### config.mk
export PLATFORM = sky130hd
export DESIGN_NAME = ultrasonic_parking_distance_unit
export DESIGN_NICKNAME = d
export VERILOG_FILES = /design/src/sv/upd_pkg.sv /design/src/sv/upd_accum.sv /design/src/sv/upd_scale.sv /design/src/sv/upd_report.sv /design/src/sv/ultrasonic_parking_distance_unit.sv
export SDC_FILE = /design/constraint.sdc
export NUM_CORES = 1
export LEC_CHECK = 0
export BUFFER_PORTS_ARGS = -buffer_cell sky130_fd_sc_hd__buf_4
export CAP_MARGIN = 0
export CORE_UTILIZATION = 44
export DETAILED_ROUTE_END_ITERATION = 10
export PLACE_DENSITY_LB_ADDON = 0.1
export SLEW_MARGIN = 20
export SYNTH_ARGS = -nofsm -noshare
export SYNTH_HDL_FRONTEND = slang
export SYNTH_SLANG_ARGS = --single-unit
### constraint.sdc
create_clock -name clk -period 6.9 [get_ports clk]
set_clock_uncertainty 0.15 [all_clocks]
set_input_delay 0 -clock clk [delete_from_list [all_inputs] [get_ports clk]]
set_output_delay 0 -clock clk [all_outputs]
set_load 0.1 [all_outputs]
### src/sv/upd_pkg.sv
// ----------------------------------------------------------------------------
// upd_pkg
// Shared widths, register codes, distance scaling constants and the bar-graph
// level mapping for the parking distance unit.
// ----------------------------------------------------------------------------
package upd_pkg;

	localparam int unsigned TICKS_W   = 10;
	localparam int unsigned TIMEOUT_W = 15;
	localparam int unsigned LIMIT_W   = 12;
	localparam int unsigned DIST_W    = 14;
	localparam int unsigned TENTHS_W  = 12;
	localparam int unsigned LEVEL_W   = 4;
	localparam int unsigned MODE_W    = 2;
	localparam int unsigned BEEP_W    = 16;
	localparam int unsigned CFG_IDX_W = 1;
	localparam int unsigned CFG_DATA_W = 15;

	localparam int unsigned DEF_SAMPLES = 5;
	localparam int unsigned DEF_TICK_US = 16;

	localparam logic [TIMEOUT_W-1:0] TIMEOUT_RST = 15'd13000;
	localparam logic [LIMIT_W-1:0]   LIMIT_RST   = 12'd2000;

	// tenths of cm = us * 343 / 2000
	localparam longint unsigned SOUND_NUM = 343;
	localparam longint unsigned SCALE_DEN = 2000;

	// reciprocal for the timeout path, exact for any 15-bit value
	localparam int unsigned     TO_SHIFT = 27;
	localparam longint unsigned TO_RECIP =
		((SOUND_NUM << TO_SHIFT) + SCALE_DEN - 64'd1) / SCALE_DEN;
	localparam int unsigned     TO_RECIP_W = 25;

	typedef enum logic [CFG_IDX_W-1:0] {
		REG_TIMEOUT = 1'd0,
		REG_LIMIT   = 1'd1
	} cfg_reg_t;

	typedef enum logic [MODE_W-1:0] {
		MODE_BEEP   = 2'd0,
		MODE_STEADY = 2'd1,
		MODE_OFF    = 2'd2
	} buzz_mode_t;

	// band edges in tenths of cm
	localparam logic [DIST_W-1:0] D_10CM = 14'd100;
	localparam logic [DIST_W-1:0] D_15CM = 14'd150;
	localparam logic [DIST_W-1:0] D_20CM = 14'd200;
	localparam logic [DIST_W-1:0] D_25CM = 14'd250;
	localparam logic [DIST_W-1:0] D_30CM = 14'd300;
	localparam logic [DIST_W-1:0] D_35CM = 14'd350;
	localparam logic [DIST_W-1:0] D_40CM = 14'd400;
	localparam logic [DIST_W-1:0] D_50CM = 14'd500;

	localparam logic [BEEP_W-1:0] BEEP_15CM = 16'd62000;
	localparam logic [BEEP_W-1:0] BEEP_20CM = 16'd58000;
	localparam logic [BEEP_W-1:0] BEEP_25CM = 16'd52000;
	localparam logic [BEEP_W-1:0] BEEP_30CM = 16'd46000;
	localparam logic [BEEP_W-1:0] BEEP_40CM = 16'd40000;
	localparam logic [BEEP_W-1:0] BEEP_50CM = 16'd34000;

	localparam logic [LEVEL_W-1:0] LEVEL_MAX = 4'd8;
	localparam logic [LEVEL_W-1:0] LEVEL_NONE = 4'd0;

	typedef struct packed {
		logic [BEEP_W-1:0]   beep_reload;
		buzz_mode_t          buzzer_mode;
		logic [LEVEL_W-1:0]  rear_level;
		logic [LEVEL_W-1:0]  front_level;
		logic                rear_far;
		logic [TENTHS_W-1:0] rear_tenths;
		logic                front_far;
		logic [TENTHS_W-1:0] front_tenths;
	} report_t;

	function automatic logic [LEVEL_W-1:0] bar_level(input logic [DIST_W-1:0] d);
		logic [LEVEL_W-1:0] lv;
		if (d <= D_10CM)      lv = 4'd8;
		else if (d <= D_15CM) lv = 4'd7;
		else if (d <= D_20CM) lv = 4'd6;
		else if (d <= D_25CM) lv = 4'd5;
		else if (d <= D_30CM) lv = 4'd4;
		else if (d <= D_35CM) lv = 4'd3;
		else if (d <= D_40CM) lv = 4'd2;
		else if (d <= D_50CM) lv = 4'd1;
		else                  lv = 4'd0;
		return lv;
	endfunction

endpackage

### src/sv/upd_accum.sv
// ----------------------------------------------------------------------------
// upd_accum
// Input register and per-sensor echo accumulator; hands on one value to scale
// for each finished sensor (the echo sum, or the timeout in microseconds).
// ----------------------------------------------------------------------------
module upd_accum #(
	parameter int unsigned SAMPLES = upd_pkg::DEF_SAMPLES,
	parameter int unsigned TICK_US = upd_pkg::DEF_TICK_US,
	parameter int unsigned X_W     = 17
) (
	input  logic                          clk,
	input  logic                          arst_n,
	input  logic                          in_valid,
	output logic                          in_ready,
	input  logic [upd_pkg::TICKS_W-1:0]   in_ticks,
	input  logic                          in_timed_out,
	input  logic [upd_pkg::TIMEOUT_W-1:0] timeout_us,
	output logic                          v_s2,
	input  logic                          take_s2,
	output logic                          to_s2,
	output logic [X_W-1:0]                x_s2
);
	import upd_pkg::*;

	localparam int unsigned X_MAX = SAMPLES * ((1 << TICKS_W) - 1) * TICK_US;
	localparam int unsigned SUM_W = $clog2(X_MAX + 1);
	localparam int unsigned CNT_W = $clog2(SAMPLES + 1);

	logic                v_s1;
	logic [TICKS_W-1:0]  ticks_s1;
	logic                to_s1;
	logic [SUM_W-1:0]    sum_q;
	logic [CNT_W-1:0]    cnt_q;

	logic [SUM_W-1:0]    sum_add;
	logic [CNT_W:0]      cnt_nxt;
	logic                proc;
	logic                done;

	assign in_ready = !v_s1 || take_s2;
	assign proc     = v_s1 && take_s2;
	assign sum_add  = sum_q + SUM_W'(ticks_s1 * TICK_US);
	assign cnt_nxt  = {1'b0, cnt_q} + (CNT_W+1)'(1);
	assign done     = to_s1 || (cnt_nxt == (CNT_W+1)'(SAMPLES));

	always_ff @(posedge clk or negedge arst_n) begin
		if (!arst_n) begin
			v_s1  <= 1'b0;
			v_s2  <= 1'b0;
			sum_q <= '0;
			cnt_q <= '0;
		end else begin
			if (in_ready)
				v_s1 <= in_valid;
			if (take_s2)
				v_s2 <= v_s1 && done;
			if (proc) begin
				if (done) begin
					sum_q <= '0;
					cnt_q <= '0;
				end else begin
					sum_q <= sum_add;
					cnt_q <= cnt_nxt[CNT_W-1:0];
				end
			end
		end
	end

	always_ff @(posedge clk) begin
		if (in_ready && in_valid) begin
			ticks_s1 <= in_ticks;
			to_s1    <= in_timed_out;
		end
		if (proc && done) begin
			to_s2 <= to_s1;
			x_s2  <= to_s1 ? X_W'(timeout_us) : X_W'(sum_add);
		end
	end

endmodule

### src/sv/upd_scale.sv
// ----------------------------------------------------------------------------
// upd_scale
// Turns microseconds into tenths of cm by reciprocal multiplication: the
// averaged echo sum or the raw timeout, each with its own exact constant.
// ----------------------------------------------------------------------------
module upd_scale #(
	parameter int unsigned SAMPLES = upd_pkg::DEF_SAMPLES,
	parameter int unsigned TICK_US = upd_pkg::DEF_TICK_US,
	parameter int unsigned X_W     = 17
) (
	input  logic                       clk,
	input  logic                       arst_n,
	input  logic                       v_s2,
	output logic                       take_s2,
	input  logic                       to_s2,
	input  logic [X_W-1:0]             x_s2,
	output logic                       v_s3,
	input  logic                       take_s3,
	output logic [upd_pkg::DIST_W-1:0] dist_s3
);
	import upd_pkg::*;

	localparam int unsigned     X_MAX     = SAMPLES * ((1 << TICKS_W) - 1) * TICK_US;
	localparam int unsigned     SUM_W     = $clog2(X_MAX + 1);
	localparam longint unsigned EC_DEN    = SCALE_DEN * SAMPLES;
	// 2^shift > 2 * den * max sum keeps the rounded-up reciprocal exact
	localparam int unsigned     EC_SHIFT  = $clog2(EC_DEN * longint'(X_MAX)) + 1;
	localparam longint unsigned EC_RECIP  =
		((SOUND_NUM << EC_SHIFT) + EC_DEN - 64'd1) / EC_DEN;
	localparam int unsigned     EC_PROD_W = EC_SHIFT + DIST_W;
	localparam int unsigned     TO_PROD_W = TO_SHIFT + DIST_W;

	logic [EC_PROD_W-1:0] ec_prod;
	logic [TO_PROD_W-1:0] to_prod;
	logic [DIST_W-1:0]    dist_nxt;

	assign take_s2  = !v_s2 || take_s3;
	assign ec_prod  = EC_PROD_W'(x_s2[SUM_W-1:0]) * EC_PROD_W'(EC_RECIP);
	assign to_prod  = TO_PROD_W'(x_s2[TIMEOUT_W-1:0]) * TO_PROD_W'(TO_RECIP[TO_RECIP_W-1:0]);
	assign dist_nxt = to_s2 ? to_prod[TO_SHIFT +: DIST_W] : ec_prod[EC_SHIFT +: DIST_W];

	always_ff @(posedge clk or negedge arst_n) begin
		if (!arst_n) begin
			v_s3 <= 1'b0;
		end else if (take_s3) begin
			v_s3 <= v_s2;
		end
	end

	always_ff @(posedge clk) begin
		if (take_s3 && v_s2)
			dist_s3 <= dist_nxt;
	end

endmodule

### src/sv/upd_report.sv
// ----------------------------------------------------------------------------
// upd_report
// Pairs front and rear distances, derives limits, bar levels, buzzer mode and
// beep reload, and holds the result beat until it is taken.
// ----------------------------------------------------------------------------
module upd_report (
	input  logic                        clk,
	input  logic                        arst_n,
	input  logic                        v_s3,
	output logic                        take_s3,
	input  logic [upd_pkg::DIST_W-1:0]  dist_s3,
	input  logic [upd_pkg::LIMIT_W-1:0] limit,
	output logic                        res_valid,
	input  logic                        res_ready,
	output upd_pkg::report_t            res
);
	import upd_pkg::*;

	logic                active_q;
	logic [DIST_W-1:0]   front_q;
	logic [BEEP_W-1:0]   beep_q;
	logic                res_valid_q;
	report_t             res_q;

	logic                out_free;
	logic                proc;
	logic [DIST_W-1:0]   rear;
	logic [DIST_W-1:0]   lim;
	logic [DIST_W-1:0]   nearest;
	logic [BEEP_W-1:0]   beep_nxt;
	buzz_mode_t          mode;
	report_t             res_nxt;

	assign out_free  = !res_valid_q || res_ready;
	assign take_s3   = !v_s3 || out_free;
	assign proc      = v_s3 && out_free;
	assign rear      = dist_s3;
	assign lim       = DIST_W'(limit);
	assign nearest   = (rear < front_q) ? rear : front_q;
	assign res_valid = res_valid_q;
	assign res       = res_q;

	// beep keeps its last value outside the bands, the 30 to 35 cm gap too
	always_comb begin
		beep_nxt = beep_q;
		if (nearest > D_10CM && nearest <= D_15CM)      beep_nxt = BEEP_15CM;
		else if (nearest > D_15CM && nearest <= D_20CM) beep_nxt = BEEP_20CM;
		else if (nearest > D_20CM && nearest <= D_25CM) beep_nxt = BEEP_25CM;
		else if (nearest > D_25CM && nearest <= D_30CM) beep_nxt = BEEP_30CM;
		else if (nearest > D_35CM && nearest <= D_40CM) beep_nxt = BEEP_40CM;
		else if (nearest > D_40CM && nearest <= D_50CM) beep_nxt = BEEP_50CM;
	end

	always_comb begin
		if (front_q <= D_10CM || rear <= D_10CM)
			mode = MODE_STEADY;
		else if (front_q > D_50CM && rear > D_50CM)
			mode = MODE_OFF;
		else
			mode = MODE_BEEP;
	end

	always_comb begin
		res_nxt.front_far    = front_q > lim;
		res_nxt.front_tenths = res_nxt.front_far ? limit : front_q[TENTHS_W-1:0];
		res_nxt.rear_far     = rear > lim;
		res_nxt.rear_tenths  = res_nxt.rear_far ? limit : rear[TENTHS_W-1:0];
		res_nxt.front_level  = bar_level(front_q);
		res_nxt.rear_level   = bar_level(rear);
		res_nxt.buzzer_mode  = mode;
		res_nxt.beep_reload  = beep_nxt;
	end

	always_ff @(posedge clk or negedge arst_n) begin
		if (!arst_n) begin
			active_q    <= 1'b0;
			front_q     <= '0;
			beep_q      <= '0;
			res_valid_q <= 1'b0;
		end else begin
			if (out_free)
				res_valid_q <= v_s3 && active_q;
			if (proc) begin
				active_q <= !active_q;
				if (!active_q)
					front_q <= dist_s3;
				else
					beep_q <= beep_nxt;
			end
		end
	end

	always_ff @(posedge clk) begin
		if (proc && active_q)
			res_q <= res_nxt;
	end

endmodule

### src/sv/ultrasonic_parking_distance_unit.sv
// ----------------------------------------------------------------------------
// ultrasonic_parking_distance_unit
// Front/rear parking distance from echo beats: accumulate, scale, report.
// ----------------------------------------------------------------------------
// the last rear echo beat passes the s2, s3 and result registers to m_axis
// throughput: one echo beat per cycle while m_axis does not stall the stages,
//   set by the accumulator add loop
// reset: all stages empty, front sensor active, sums and beep value cleared,
//   timeout 13000 us and display limit 200.0 cm
module ultrasonic_parking_distance_unit #(
	parameter int unsigned SAMPLES = upd_pkg::DEF_SAMPLES,
	parameter int unsigned TICK_US = upd_pkg::DEF_TICK_US
) (
	input  logic                           clk,
	input  logic                           arst_n,
	input  logic                           s_axis_tvalid,
	output logic                           s_axis_tready,
	input  logic [15:0]                    s_axis_tdata,  // [9:0] echo_ticks
	input  logic [0:0]                     s_axis_tuser,  // [0] timed_out
	output logic                           m_axis_tvalid,
	input  logic                           m_axis_tready,
	// [11:0] front_tenths, [23:12] rear_tenths, [27:24] front_level,
	// [31:28] rear_level, [33:32] buzzer_mode, [49:34] beep_reload
	output logic [55:0]                    m_axis_tdata,
	output logic [1:0]                     m_axis_tuser,  // [0] front_far, [1] rear_far
	input  logic                           cfg_valid,
	output logic                           cfg_ready,
	input  logic [upd_pkg::CFG_IDX_W-1:0]  cfg_index,
	input  logic [upd_pkg::CFG_DATA_W-1:0] cfg_data
);
	import upd_pkg::*;

	localparam int unsigned X_MAX = SAMPLES * ((1 << TICKS_W) - 1) * TICK_US;
	localparam int unsigned SUM_W = $clog2(X_MAX + 1);
	localparam int unsigned X_W   = (SUM_W > TIMEOUT_W) ? SUM_W : TIMEOUT_W;

	logic [TIMEOUT_W-1:0] timeout_q;
	logic [LIMIT_W-1:0]   limit_q;

	logic                 v_s2;
	logic                 take_s2;
	logic                 to_s2;
	logic [X_W-1:0]       x_s2;
	logic                 v_s3;
	logic                 take_s3;
	logic [DIST_W-1:0]    dist_s3;
	report_t              res;

	assign cfg_ready = 1'b1;

	always_ff @(posedge clk or negedge arst_n) begin
		if (!arst_n) begin
			timeout_q <= TIMEOUT_RST;
			limit_q   <= LIMIT_RST;
		end else if (cfg_valid && cfg_ready) begin
			case (cfg_index)
				REG_TIMEOUT: timeout_q <= cfg_data[TIMEOUT_W-1:0];
				REG_LIMIT:   limit_q   <= cfg_data[LIMIT_W-1:0];
				default: ;
			endcase
		end
	end

	upd_accum #(
		.SAMPLES (SAMPLES),
		.TICK_US (TICK_US),
		.X_W     (X_W)
	) u_accum (
		.clk          (clk),
		.arst_n       (arst_n),
		.in_valid     (s_axis_tvalid),
		.in_ready     (s_axis_tready),
		.in_ticks     (s_axis_tdata[TICKS_W-1:0]),
		.in_timed_out (s_axis_tuser[0]),
		.timeout_us   (timeout_q),
		.v_s2         (v_s2),
		.take_s2      (take_s2),
		.to_s2        (to_s2),
		.x_s2         (x_s2)
	);

	upd_scale #(
		.SAMPLES (SAMPLES),
		.TICK_US (TICK_US),
		.X_W     (X_W)
	) u_scale (
		.clk     (clk),
		.arst_n  (arst_n),
		.v_s2    (v_s2),
		.take_s2 (take_s2),
		.to_s2   (to_s2),
		.x_s2    (x_s2),
		.v_s3    (v_s3),
		.take_s3 (take_s3),
		.dist_s3 (dist_s3)
	);

	upd_report u_report (
		.clk       (clk),
		.arst_n    (arst_n),
		.v_s3      (v_s3),
		.take_s3   (take_s3),
		.dist_s3   (dist_s3),
		.limit     (limit_q),
		.res_valid (m_axis_tvalid),
		.res_ready (m_axis_tready),
		.res       (res)
	);

	assign m_axis_tdata = {6'b0, res.beep_reload, res.buzzer_mode, res.rear_level,
		res.front_level, res.rear_tenths, res.front_tenths};
	assign m_axis_tuser = {res.rear_far, res.front_far};

endmodule

==> flow_summary.json <==
{
  "critPathSlowestCell": "fa_2",
  "numCtsBuffers": 17,
  "finalCriticalPeriod_ps": 6620,
  "drive_above_1_share": 0.1363,
  "drc": 0,
  "criticalPathCategory": "register to register",
  "ys.flop_type": "edfxtp_1",
  "final.period_utilization": 0.9594,
  "critPathMaxFanout": 10,
  "endpoint_kind": "register",
  "synth_area_leader_cell": "fa_1",
  "dr.pass1.iters": 5,
  "die-area_um2": 46540,
  "synth-edff-count": 94,
  "cts_root_buffer": "clkbuf_16",
  "coreArea_um2": 44610,
  "met1Wirelength_mm": 21.82,
  "wl_per_cell_um": 18.84,
  "syn-cell-area_um2": 20100,
  "overflow": 0,
  "die_y_um": 215.7,
  "postSynthCellCount": 1901,
  "gp_routability_congestion": 0.9036,
  "routed_wl_mm": 50.83,
  "final_cell_mix": "inv_1 (431), ha_1 (329), fa_1 (251), buf_4 (156), edfxtp_1 (94)",
  "wl_met3_mm": 1.789,
  "yosysTopAreaCellShare": 0.2530,
  "cap_violations": 0,
  "synth_area_leaders": "fa_1 (25%), ha_1 (21%), edfxtp_1 (14%)",
  "grt_max_degree": 67,
  "final_net_count": 2715,
  "path_clk_slew_ps": 90,
  "dp.cells": 2625,
  "dr.max_layer_used": "met4",
  "area_delta_synth_final_pct": 14.56,
  "cts_tree": "done",
  "slew_headroom": 0.3985,
  "layout.cells.non_filler": 2698,
  "status": "complete, no violations",
  "wl_met2_mm": 25.90,
  "dp.final_hpwl_mm": 42.78,
  "final_common_cell": "inv_1",
  "grt_pass1_vias": 14680,
  "worst_pin_slew_ps": 902.3,
  "setup_violations": 0,
  "antenna_found_initial": 0,
  "chipWidth_um": 215.7,
  "clock_sinks": 171,
  "crit_top_cell": "fa_1",
  "cp.arrival_ps": 6660,
  "rows": 77,
  "min-delay-path-class": "primary input to register",
  "pin_count": 99,
  "cp_slowest_stage_delay_ps": 640,
  "cts_max_level": 4,
  "yosysWarnings": 0,
  "worstSkewPairLatency_ps": 460,
  "async_flop_share": 0.4503,
  "drtIter0Drc": 791,
  "ys_ff_latch": 171,
  "finalSetupTns_ps": 0,
  "maxSlewViolCount": 0,
  "synth.yosys.seq_area_share": 0.2370,
  "start_kind": "register",
  "hold_viol_final": 0,
  "worstPathCellList": "buf_4, fa_2, fa_1, fa_1, fa_1, fa_1, inv_1, fa_1, inv_1, ha_1, a21oi_1, o211ai_1, a221oi_1, buf_4, o32a_1, and2_1, o21ai_2, a211oi_1, xor2_1, mux2i_1",
  "vias_per_cell": 5.133,
  "final_core_util": 0.5163,
  "diodes": 0,
  "critPathRequiredTime_ps": 6940,
  "fmax_mhz": 151.1,
  "num_vias": 13850,
  "synth_cell_types": 73,
  "io_buffers": 85,
  "grt_pass1_wl_mm": 81.36,
  "start_util": 0.4506,
  "max-clock-path-buffers": 2,
  "rsz0062_at_grt": "no",
  "final_antenna_net_count": 0,
  "grt_use_total": 0.2301,
  "avgSynthCellArea_um2": 10.57
}
-- timing repair --
item,CTS,global route
endpoints found under the setup margin,0,8
endpoints found under the hold margin,108,0
hold buffers,39,0
buffers inserted,0,2
gates resized for setup,0,19
-- cells in the mapped netlist, drive strengths merged, types with 20 or more instances --
| library cell | number |
|---|---|
| a21o | 23 |
| a21oi | 70 |
| clkbuf | 20 |
| dfrtp | 65 |
| edfxtp | 94 |
| fa | 254 |
| ha | 330 |
| inv | 432 |
| mux2 | 44 |
| mux2i | 26 |
| nand2 | 86 |
| nand2b | 23 |
| nand3 | 26 |
| nor2 | 56 |
| o21a | 23 |
| o21ai | 88 |
-- flip-flops by register name (all words and copies together) (netlist names), 3 cells and up --
signal	count
limit_q	12
timeout_q	15
u_accum.cnt_q	3
u_accum.sum_q	13
u_accum.ticks_s1	10
u_accum.x_s2	17
u_report.beep_q	16
u_report.front_q	13
u_report.res	52
u_scale.dist_s3	13
-- path summary, 6_finish.rpt --
path,start,endpoint,slack (ps),cells after the start
setup reg to reg,u_accum.x_s2[6]$_DFFE_PP_,u_scale.dist_s3[11]$_DFFE_PP_,280,20
setup / recovery,u_accum.x_s2[6]$_DFFE_PP_,u_scale.dist_s3[11]$_DFFE_PP_,280,20
max in group asynchronous,arst_n,u_report.front_q[0]$_DFFE_PN0P_,5770,3
hold / removal,cfg_valid,timeout_q[1]$_DFFE_PN0P_,110,4
min in group asynchronous,arst_n,u_report.front_q[2]$_DFFE_PN0P_,160,3
hold reg to reg,u_report.beep_q[15]$_DFFE_PN0P_,u_report.beep_q[15]$_DFFE_PN0P_,330,1
-- stage by stage --
step / setup WS (ps) / area (µm²) / hold WS, ps
finish: 280.4 / 23030 / 106.1
global route: 15.96 / 23030 / 99.01
floorplan: 577.0 / 20120 / -445.6
CTS: 38.28 / 22960 / 87.96
detailed placement: 126.0 / 21930 / -299.6
global placement: 120.2 / 21930 / -296.6
-- logic make-up (layout without fill, tap and decap cells) --
group                    count (synthesis)  count (layout)  synth area share
adder cells (fa/ha/maj)                584             584            0.4584
XOR/XNOR                                35              35           0.01525
AND/OR/NAND/NOR                        285             285           0.07090
buffers and inverters                  466             666           0.08926
other                                    2               7         0.0003736
flip-flops                             171             171            0.2370
multiplexers                            70              70           0.03797
AO/OA/AOI/OAI                          288             288           0.09088
-- area by class of cell --
cell class	count	area, µm²
Clock buffer	17	425.4
Clock inverter	15	211.5
Fill cell	4048	21580
Inverter	435	1638
Multi-Input combinational cell	1269	13620
Sequential cell	171	4765
Tap cell	592	740.7
Timing Repair Buffer	199	1633
-- worst max-delay path, delay by kind of cell, from the launching register on --
| kind | cells | cell delay [ps] |
|---|---|---|
| buffers and inverters | 4 | 520 |
| AOI/OAI and AO/OA | 6 | 1220 |
| xor gates and xnor gates | 1 | 170 |
| and+or+nand+nor | 1 | 200 |
| muxes | 1 | 80 |
| DFF | 1 | 440 |
| adders and majority gates | 7 | 3550 |
-- metal layers --
metal  track usage  vias to the layer above
li1              -                     6648
met2        0.4065                      302
met5             0                        -
met3       0.02847                       66
met1        0.2919                     6834
met4       0.07234                        0
Power is left out: the tool's default activity adds up to more than one toggle a clock period on the data nets, which glitch-free logic cannot reach.
